[src/rtl/kcne_pkg.sv]
// ----------------------------------------------------------------------------
// Key change note events: shared package
// Key vector sizing, register codes and the types passed between the front,
// the queue and the back of the block.
// ----------------------------------------------------------------------------
package kcne_pkg;

	localparam int KEY_COUNT = 37;
	localparam int LEVEL_W   = 37;
	localparam int IDX_W     = (KEY_COUNT > 1) ? $clog2(KEY_COUNT) : 1;
	localparam int NOTE_W    = 7;
	localparam int VEL_W     = 7;
	localparam int CHAN_W    = 5;
	localparam int CFG_IDX_W = 2;
	localparam int CFG_DAT_W = 7;
	localparam int QUEUE_DEPTH = 2;
	localparam int QCNT_W    = $clog2(QUEUE_DEPTH + 1);
	localparam int QPTR_W    = (QUEUE_DEPTH > 1) ? $clog2(QUEUE_DEPTH) : 1;

	// Register indexes of the configuration port.
	localparam logic [CFG_IDX_W-1:0] REG_BASE_NOTE = 2'd0;
	localparam logic [CFG_IDX_W-1:0] REG_VELOCITY  = 2'd1;
	localparam logic [CFG_IDX_W-1:0] REG_CHANNEL   = 2'd2;

	localparam logic [NOTE_W-1:0] BASE_NOTE_RST = 7'd41;
	localparam logic [VEL_W-1:0]  VELOCITY_RST  = 7'd0;
	localparam logic [CHAN_W-1:0] CHANNEL_RST   = 5'd1;

	typedef logic [KEY_COUNT-1:0] key_vec_t;

	// One scan's worth of work for the back: which keys changed and which
	// of them are now pressed.
	typedef struct packed {
		key_vec_t changed;
		key_vec_t pressed;
	} scan_job_t;

	typedef struct packed {
		logic      push;
		scan_job_t job;
	} job_push_t;

	typedef struct packed {
		logic      avail;
		scan_job_t job;
	} job_head_t;

endpackage

[src/rtl/kcne_front.sv]
// ----------------------------------------------------------------------------
// Key change note events: front
// Accepts scans, keeps the previous pressed set and queues change jobs.
// ----------------------------------------------------------------------------
module kcne_front (
	input  logic                          clk,
	input  logic                          arst_n,
	input  logic                          in_valid,
	output logic                          in_stall,
	input  logic [kcne_pkg::LEVEL_W-1:0]  key_levels,
	input  logic                          queue_full,
	output kcne_pkg::job_push_t           push
);

	kcne_pkg::key_vec_t prev_pressed_q;
	kcne_pkg::key_vec_t pressed;
	kcne_pkg::key_vec_t changed;
	logic               accept;

	// Missing level bits read as zero, so extra keys count as pressed.
	assign pressed  = ~kcne_pkg::key_vec_t'(key_levels);
	assign changed  = pressed ^ prev_pressed_q;
	assign in_stall = queue_full;
	assign accept   = in_valid && !queue_full;

	always_comb begin
		push.push        = accept && (changed != '0);
		push.job.changed = changed;
		push.job.pressed = pressed;
	end

	always_ff @(posedge clk or negedge arst_n) begin
		if (!arst_n) begin
			prev_pressed_q <= '0;
		end else if (accept) begin
			prev_pressed_q <= pressed;
		end
	end

endmodule

[src/rtl/kcne_fifo.sv]
// ----------------------------------------------------------------------------
// Key change note events: job queue
// Short first-in first-out queue that decouples the front from the back.
// ----------------------------------------------------------------------------
module kcne_fifo (
	input  logic                 clk,
	input  logic                 arst_n,
	input  kcne_pkg::job_push_t  push,
	input  logic                 pop,
	output logic                 full,
	output kcne_pkg::job_head_t  head
);

	kcne_pkg::scan_job_t              entry_q [kcne_pkg::QUEUE_DEPTH];
	logic [kcne_pkg::QPTR_W-1:0]      wr_ptr_q;
	logic [kcne_pkg::QPTR_W-1:0]      rd_ptr_q;
	logic [kcne_pkg::QCNT_W-1:0]      count_q;
	logic                             do_pop;

	assign full       = (count_q == kcne_pkg::QCNT_W'(kcne_pkg::QUEUE_DEPTH));
	assign head.avail = (count_q != '0);
	assign head.job   = entry_q[rd_ptr_q];
	assign do_pop     = pop && head.avail;

	always_ff @(posedge clk) begin
		if (push.push) begin
			entry_q[wr_ptr_q] <= push.job;
		end
	end

	always_ff @(posedge clk or negedge arst_n) begin
		if (!arst_n) begin
			wr_ptr_q <= '0;
			rd_ptr_q <= '0;
			count_q  <= '0;
		end else begin
			if (push.push) begin
				wr_ptr_q <= (wr_ptr_q == kcne_pkg::QPTR_W'(kcne_pkg::QUEUE_DEPTH - 1)) ?
					'0 : wr_ptr_q + 1'b1;
			end
			if (do_pop) begin
				rd_ptr_q <= (rd_ptr_q == kcne_pkg::QPTR_W'(kcne_pkg::QUEUE_DEPTH - 1)) ?
					'0 : rd_ptr_q + 1'b1;
			end
			case ({push.push, do_pop})
				2'b10:   count_q <= count_q + 1'b1;
				2'b01:   count_q <= count_q - 1'b1;
				default: count_q <= count_q;
			endcase
		end
	end

endmodule

[src/rtl/kcne_back.sv]
// ----------------------------------------------------------------------------
// Key change note events: back
// Walks a job's keys one per cycle (out_stall holds a change); one event each.
// ----------------------------------------------------------------------------
module kcne_back (
	input  logic                           clk,
	input  logic                           arst_n,
	input  kcne_pkg::job_head_t            head,
	output logic                           pop,
	input  logic [kcne_pkg::NOTE_W-1:0]    base_note,
	input  logic [kcne_pkg::VEL_W-1:0]     note_velocity,
	input  logic [kcne_pkg::CHAN_W-1:0]    midi_channel,
	output logic                           out_valid,
	input  logic                           out_stall,
	output logic [kcne_pkg::NOTE_W-1:0]    note,
	output logic                           note_on,
	output logic [kcne_pkg::VEL_W-1:0]     velocity_out,
	output logic [kcne_pkg::CHAN_W-1:0]    channel_out,
	output logic                           last
);

	logic                         busy_q;
	kcne_pkg::key_vec_t           work_q;
	kcne_pkg::key_vec_t           press_q;
	logic [kcne_pkg::IDX_W-1:0]   idx_q;
	logic                         out_valid_q;
	logic [kcne_pkg::NOTE_W-1:0]  note_q;
	logic                         note_on_q;
	logic [kcne_pkg::VEL_W-1:0]   vel_q;
	logic [kcne_pkg::CHAN_W-1:0]  chan_q;
	logic                         last_q;

	kcne_pkg::key_vec_t           rest;
	logic                         out_free;
	logic                         step;
	logic                         emit;

	assign rest     = work_q >> 1;
	assign out_free = !out_valid_q || !out_stall;
	// A key without a change never waits on the output.
	assign step     = busy_q && (!work_q[0] || out_free);
	assign emit     = step && work_q[0];
	assign pop      = !busy_q && head.avail;

	always_ff @(posedge clk or negedge arst_n) begin
		if (!arst_n) begin
			busy_q      <= 1'b0;
			idx_q       <= '0;
			out_valid_q <= 1'b0;
		end else begin
			if (pop) begin
				busy_q <= 1'b1;
				idx_q  <= '0;
			end else if (step) begin
				if (rest == '0) begin
					busy_q <= 1'b0;
				end
				idx_q <= idx_q + 1'b1;
			end
			if (emit) begin
				out_valid_q <= 1'b1;
			end else if (!out_stall) begin
				out_valid_q <= 1'b0;
			end
		end
	end

	always_ff @(posedge clk) begin
		if (pop) begin
			work_q  <= head.job.changed;
			press_q <= head.job.pressed;
		end else if (step) begin
			work_q  <= rest;
			press_q <= press_q >> 1;
		end
		if (emit) begin
			note_q    <= kcne_pkg::NOTE_W'(base_note + kcne_pkg::NOTE_W'(idx_q));
			note_on_q <= press_q[0];
			vel_q     <= note_velocity;
			chan_q    <= midi_channel;
			last_q    <= (rest == '0);
		end
	end

	assign out_valid    = out_valid_q;
	assign note         = note_q;
	assign note_on      = note_on_q;
	assign velocity_out = vel_q;
	assign channel_out  = chan_q;
	assign last         = last_q;

endmodule

[src/rtl/key_change_note_events_top.sv]
// ----------------------------------------------------------------------------
// Key change note events: top level
// Turns keyboard scans into note on and note off event words.
// ----------------------------------------------------------------------------
// Each input word is one scan of all key levels, active low. The block
// compares the pressed set with the one from the previous scan and, for every
// key that changed, sends one event word in ascending key order: the note
// (base note plus key index, modulo 128), the on or off flag, the configured
// velocity and channel, and last set on the final event of the scan. A scan
// with no change produces no word. The front takes a scan while the queue is
// not full and queues a job if any key changed (two jobs deep). The back takes
// a job from the queue, then steps through the keys up to the highest changed
// key. With the back idle, the first event word of a scan passes the queue
// entry, the work registers and the output registers. Event words leave one
// per cycle while consecutive keys change and the output is not stalled.
// Configuration registers are written through the cfg port, which is always
// ready; write them only while the block is idle.
// ----------------------------------------------------------------------------
module key_change_note_events_top (
	input  logic                              clk,
	input  logic                              arst_n,
	input  logic                              in_valid,
	output logic                              in_stall,
	input  logic [kcne_pkg::LEVEL_W-1:0]      key_levels,
	output logic                              out_valid,
	input  logic                              out_stall,
	output logic [kcne_pkg::NOTE_W-1:0]       note,
	output logic                              note_on,
	output logic [kcne_pkg::VEL_W-1:0]        velocity_out,
	output logic [kcne_pkg::CHAN_W-1:0]       channel_out,
	output logic                              last,
	input  logic                              cfg_valid,
	output logic                              cfg_ready,
	input  logic [kcne_pkg::CFG_IDX_W-1:0]    cfg_index,
	input  logic [kcne_pkg::CFG_DAT_W-1:0]    cfg_data
);

	logic [kcne_pkg::NOTE_W-1:0] base_note_q;
	logic [kcne_pkg::VEL_W-1:0]  velocity_q;
	logic [kcne_pkg::CHAN_W-1:0] channel_q;

	kcne_pkg::job_push_t push;
	kcne_pkg::job_head_t head;
	logic                queue_full;
	logic                pop;

	// Registers take the low bits of the data word; unknown indexes are dropped.
	assign cfg_ready = 1'b1;

	always_ff @(posedge clk or negedge arst_n) begin
		if (!arst_n) begin
			base_note_q <= kcne_pkg::BASE_NOTE_RST;
			velocity_q  <= kcne_pkg::VELOCITY_RST;
			channel_q   <= kcne_pkg::CHANNEL_RST;
		end else if (cfg_valid && cfg_ready) begin
			case (cfg_index)
				kcne_pkg::REG_BASE_NOTE: base_note_q <= kcne_pkg::NOTE_W'(cfg_data);
				kcne_pkg::REG_VELOCITY:  velocity_q  <= kcne_pkg::VEL_W'(cfg_data);
				kcne_pkg::REG_CHANNEL:   channel_q   <= kcne_pkg::CHAN_W'(cfg_data);
				default: ;
			endcase
		end
	end

	kcne_front u_front (
		.clk        (clk),
		.arst_n     (arst_n),
		.in_valid   (in_valid),
		.in_stall   (in_stall),
		.key_levels (key_levels),
		.queue_full (queue_full),
		.push       (push)
	);

	kcne_fifo u_fifo (
		.clk    (clk),
		.arst_n (arst_n),
		.push   (push),
		.pop    (pop),
		.full   (queue_full),
		.head   (head)
	);

	kcne_back u_back (
		.clk           (clk),
		.arst_n        (arst_n),
		.head          (head),
		.pop           (pop),
		.base_note     (base_note_q),
		.note_velocity (velocity_q),
		.midi_channel  (channel_q),
		.out_valid     (out_valid),
		.out_stall     (out_stall),
		.note          (note),
		.note_on       (note_on),
		.velocity_out  (velocity_out),
		.channel_out   (channel_out),
		.last          (last)
	);

endmodule
[config.mk]
export PLATFORM = sky130hd
export DESIGN_NAME = key_change_note_events_top
export DESIGN_NICKNAME = d
export VERILOG_FILES = /design/src/rtl/kcne_pkg.sv /design/src/rtl/kcne_front.sv /design/src/rtl/kcne_fifo.sv /design/src/rtl/kcne_back.sv /design/src/rtl/key_change_note_events_top.sv
export SDC_FILE = /design/constraint.sdc
export NUM_CORES = 1
export LEC_CHECK = 0
export ABC_AREA = 1
export BUFFER_PORTS_ARGS = -buffer_cell sky130_fd_sc_hd__buf_2
export CORE_MARGIN = 5
export CORE_UTILIZATION = 30
export DETAILED_ROUTE_END_ITERATION = 7
export GPL_ROUTABILITY_DRIVEN = 0
export HOLD_SLACK_MARGIN = 0.05
export PLACE_DENSITY_LB_ADDON = 0.12
export SYNTH_ARGS = -nofsm -noshare
export SYNTH_HDL_FRONTEND = slang
export SYNTH_SLANG_ARGS = --single-unit
[constraint.sdc]
create_clock -name clk -period 4.75 [get_ports clk]
set_input_delay 0.7125 -clock clk [delete_from_list [all_inputs] [get_ports clk]]
set_output_delay 0.7125 -clock clk [all_outputs]
set_load 0.01 [all_outputs]
==> out/results.md <==
| Quantity | Value |
|---|---|
| Cell type contributing the most total cell area after synthesis | edfxtp_1 |
| Cells after Synth | 1088 |
| Hold bufs inserted after CTS | 0 |
| TritonCTS buffer count | 37 |
| Worst Max-Slew Pin Slew | 1060 ps |
| Data arrival time of the worst path | 2970 ps |
| Post-Syn Area per Cell | 11.4 um2 |
| Type of the most critical hold path | in2async |
| Area of the die | 0.0457 mm2 |
| Total power density per cell area | 619 mW/mm2 |
| Cell types with the highest counts after synthesis | nand2_1, edfxtp_1, inv_1, nor2_1, a31oi_1 |
| Setup Crit Path Kind | reg2reg |
| Flop and latch count out of synthesis | 311 |
| Post-synth cell types | 24 |
| Required time at the endpoint of the critical path | 5070 ps |
| CTS Root Buffer Type | clkbuf_16 |
| Cell area reported after detailed placement | 0.0134 mm2 |
| Cell Chain, Critical Path | inv_2 > a21oi_4 > buf_4 > buf_4 > nor2_1 > a31oi_1 |
| Aggregate routed wire length | 26500 um |
| Vias per inst | 4.33 |
| Final layout net count | 1227 |
| Clk_skew | 19.2 ps |
| Number of resized instances in the post-cts repair step | 0 |
| Design area | 0.0146 mm2 |
| Mean routed wirelength per cell | 15.3 um |
| Via count of the first global-routing pass | 7515 |
| Top cells by area in the synthesized netlist | edfxtp_1, dfrtp_1, nand2_1 |
| Sequential fraction of the synthesis area | 72.3% |
| Fin Setup TNS | 0 ps |
| Unrepaired setup endpoints after global routing | false |
| Clk sink count | 311 |
| Initial DRC Count | 398 |
| First-pass GRT wire length | 42600 um |
| Clock period minus worst slack | 2650 ps |
| Sum of overflow across all layers after global routing | 0 |
| Total standard cell area after synthesis | 0.0125 mm2 |
| Number of detailed-route iterations in the first pass | 4 |
| CP max stage delay | 840 ps |
| Share of synthesized registers carrying an async set or reset | 21.9% |
| Worst Setup End Kind | flop |
| Hpwl dp | 16100 um |
| Leading cell type by number of instances after synthesis | nand2_1 |
| Final max-slew violation count | 0 |
| Number of placed I/O pins | 75 |
| H-Tree Depth | 2 |
| Post-detailed-route DRC marker count | 0 |
| Worst slew slack as a fraction of its limit | 29.4% |
| Overall via count from detail_route | 7486 |
| Largest net degree at the start of global routing | 98 |
| Clock latency on the worst-skew pair | 520 ps |
| Number of antenna violations at the first check in global routing | 0 |
| Leakage power figure | 5.93 nW |
| Worst slack, placed | 1820 ps |
| Clock transition at the register clock pins on the worst setup and hold paths after CTS | 60 ps |
| Number of max-capacitance violations reported | 0 |
| TritonCTS clock tree | built |
| Number of cell rows | 74 |
| Number of buffers inserted by port buffering | 73 |
| Synth-to-Final Area Change | 17.0% |
| Gr usage total | 11.9% |
| Maximum buffer depth of the clock tree | 3 |
| Vertical extent of the die | 214 um |
| Initial Util | 30.4% |
| Post-CTS setup-driven buffer insertion count | 0 |
| Worst Slack Setup Final | 2100 ps |
| Floorplan Core Area | 0.0409 mm2 |
| Critical Path Source Type | flop |
| Result of the run | finished, final reports clean |
| Share of the clock period used by the worst path | 55.8% |
| Synth Flop Type | edfxtp_1 |
| Peak ir drop on the vdd network | 0.298 mV |
| Net count after synthesis | 1148 |
| Die X-Extent | 214 um |
| Cell with the largest stage delay on the worst path | buf_4 |
| Antenna diode count | 0 |
| Proportion of netlist area held by the largest area contributor | 58.6% |
| Number of routed nets with antenna violations | 0 |
| YS warnings | 0 |
| Critical-path maximum fanout | 97 |
| Number of setup violations in the final report | 0 |
| Hold Vio Cnt, Final | 0 |
| Fmax | 0.377 GHz |
| Fraction of final layout cells sized beyond drive strength 1 | 12.0% |
| Post-synth EDFFs | 243 |
| Cell seen most often among critical-path stages | buf_4 |
registers in the layout, summed over array words and instances (netlist names), 6 cells and up:
register                flops
u_back.velocity_out         7
u_fifo.entry_q            148
u_back.idx_q                6
u_back.press_q             37
u_back.note                 7
velocity_q                  7
u_back.work_q              37
base_note_q                 7
u_front.prev_pressed_q     37
critical path: cells and delay by family (launching register included):
| family | cells | cell delay, ps |
|---|---|---|
| and+or+nand+nor | 1 | 130 |
| AOI/OAI and AO/OA | 2 | 390 |
| buffers and inverters | 3 | 1380 |
| DFF | 1 | 490 |
per-stage QoR:
stage               hold WS (ps)  total power [mW]  utilization [%]  std cells
CTS                          158              9.20             35.6       1727
global placement             429              6.42             32.8       1660
floorplan                    400              5.76                -       1088
finish                       144              9.03             35.6       1727
detailed placement           426              6.44             32.8       1660
global route                 185              9.64             35.6       1727
cells by family after synthesis:
kind of cell | after synthesis | share of synthesized area [%]
xor gates and xnor gates | 18 | 1.27
DFF | 311 | 72.3
and+or+nand+nor | 449 | 13.9
buffers and inverters | 157 | 5.04
adders and majority gates | 9 | 0.964
other | 1 | 0.0301
AOI/OAI and AO/OA | 143 | 6.50
path summary, 6_finish.rpt:
kind / slack (ps) / cells past startpoint / end / startpoint
max in group asynchronous: 3660 / 2 / base_note_q[0] / arst_n
min reg2reg: 420 / 0 / u_back.note_on / u_back.press_q[0]
min: 140 / 1 / u_front.prev_pressed_q[35] / arst_n
min in group clk: 410 / 2 / u_front.prev_pressed_q[28] / key_levels[28]
max reg2reg: 2100 / 6 / u_back.press_q[5] / u_fifo.count_q[0]
max: 2100 / 6 / u_back.press_q[5] / u_fifo.count_q[0]
layer usage:
layer / vias to the layer above / global-route usage, % / wire length (um)
met5: - / 0 / 0
met2: 91 / 20.0 / 12800
li1: 3821 / - / -
met1: 3539 / 15.9 / 12400
met4: 0 / 3.14 / 456
met3: 35 / 2.19 / 819
final cells by class:
cell class,count,area [um2]
clock buffer,54,1040
clock inverter,13,123
fill,4111,26300
inverter,114,429
multi-input combinational,620,2860
sequential,311,9000
tap,532,666
timing repair buffer,83,455
placed cells by master (no fill, tap or decap), types with 8 or more instances in the layout:
cell type	Yosys	routed
o21ai_0	61	60
nor2_1	100	99
nand2_1	323	322
nand3_1	12	12
clkbuf_1	19	13
a21oi_1	9	9
a31oi_1	72	72
nor4_1	10	10
dfrtp_1	64	63
ha_1	8	8
clkbuf_16	0	38
edfxtp_1	243	243
xnor2_1	12	12
inv_1	113	111
buf_4	4	10
buf_2	19	72
power breakdown:
| part | internal (mW) | switching (mW) | total [mW] |
|---|---|---|---|
| clock network | 1.63 | 1.08 | 2.71 |
| registers | 4.21 | 0.389 | 4.60 |
| logic | 0.586 | 1.13 | 1.72 |
| total | 6.43 | 2.60 | 9.03 |
(Power assumes the default switching activity.)
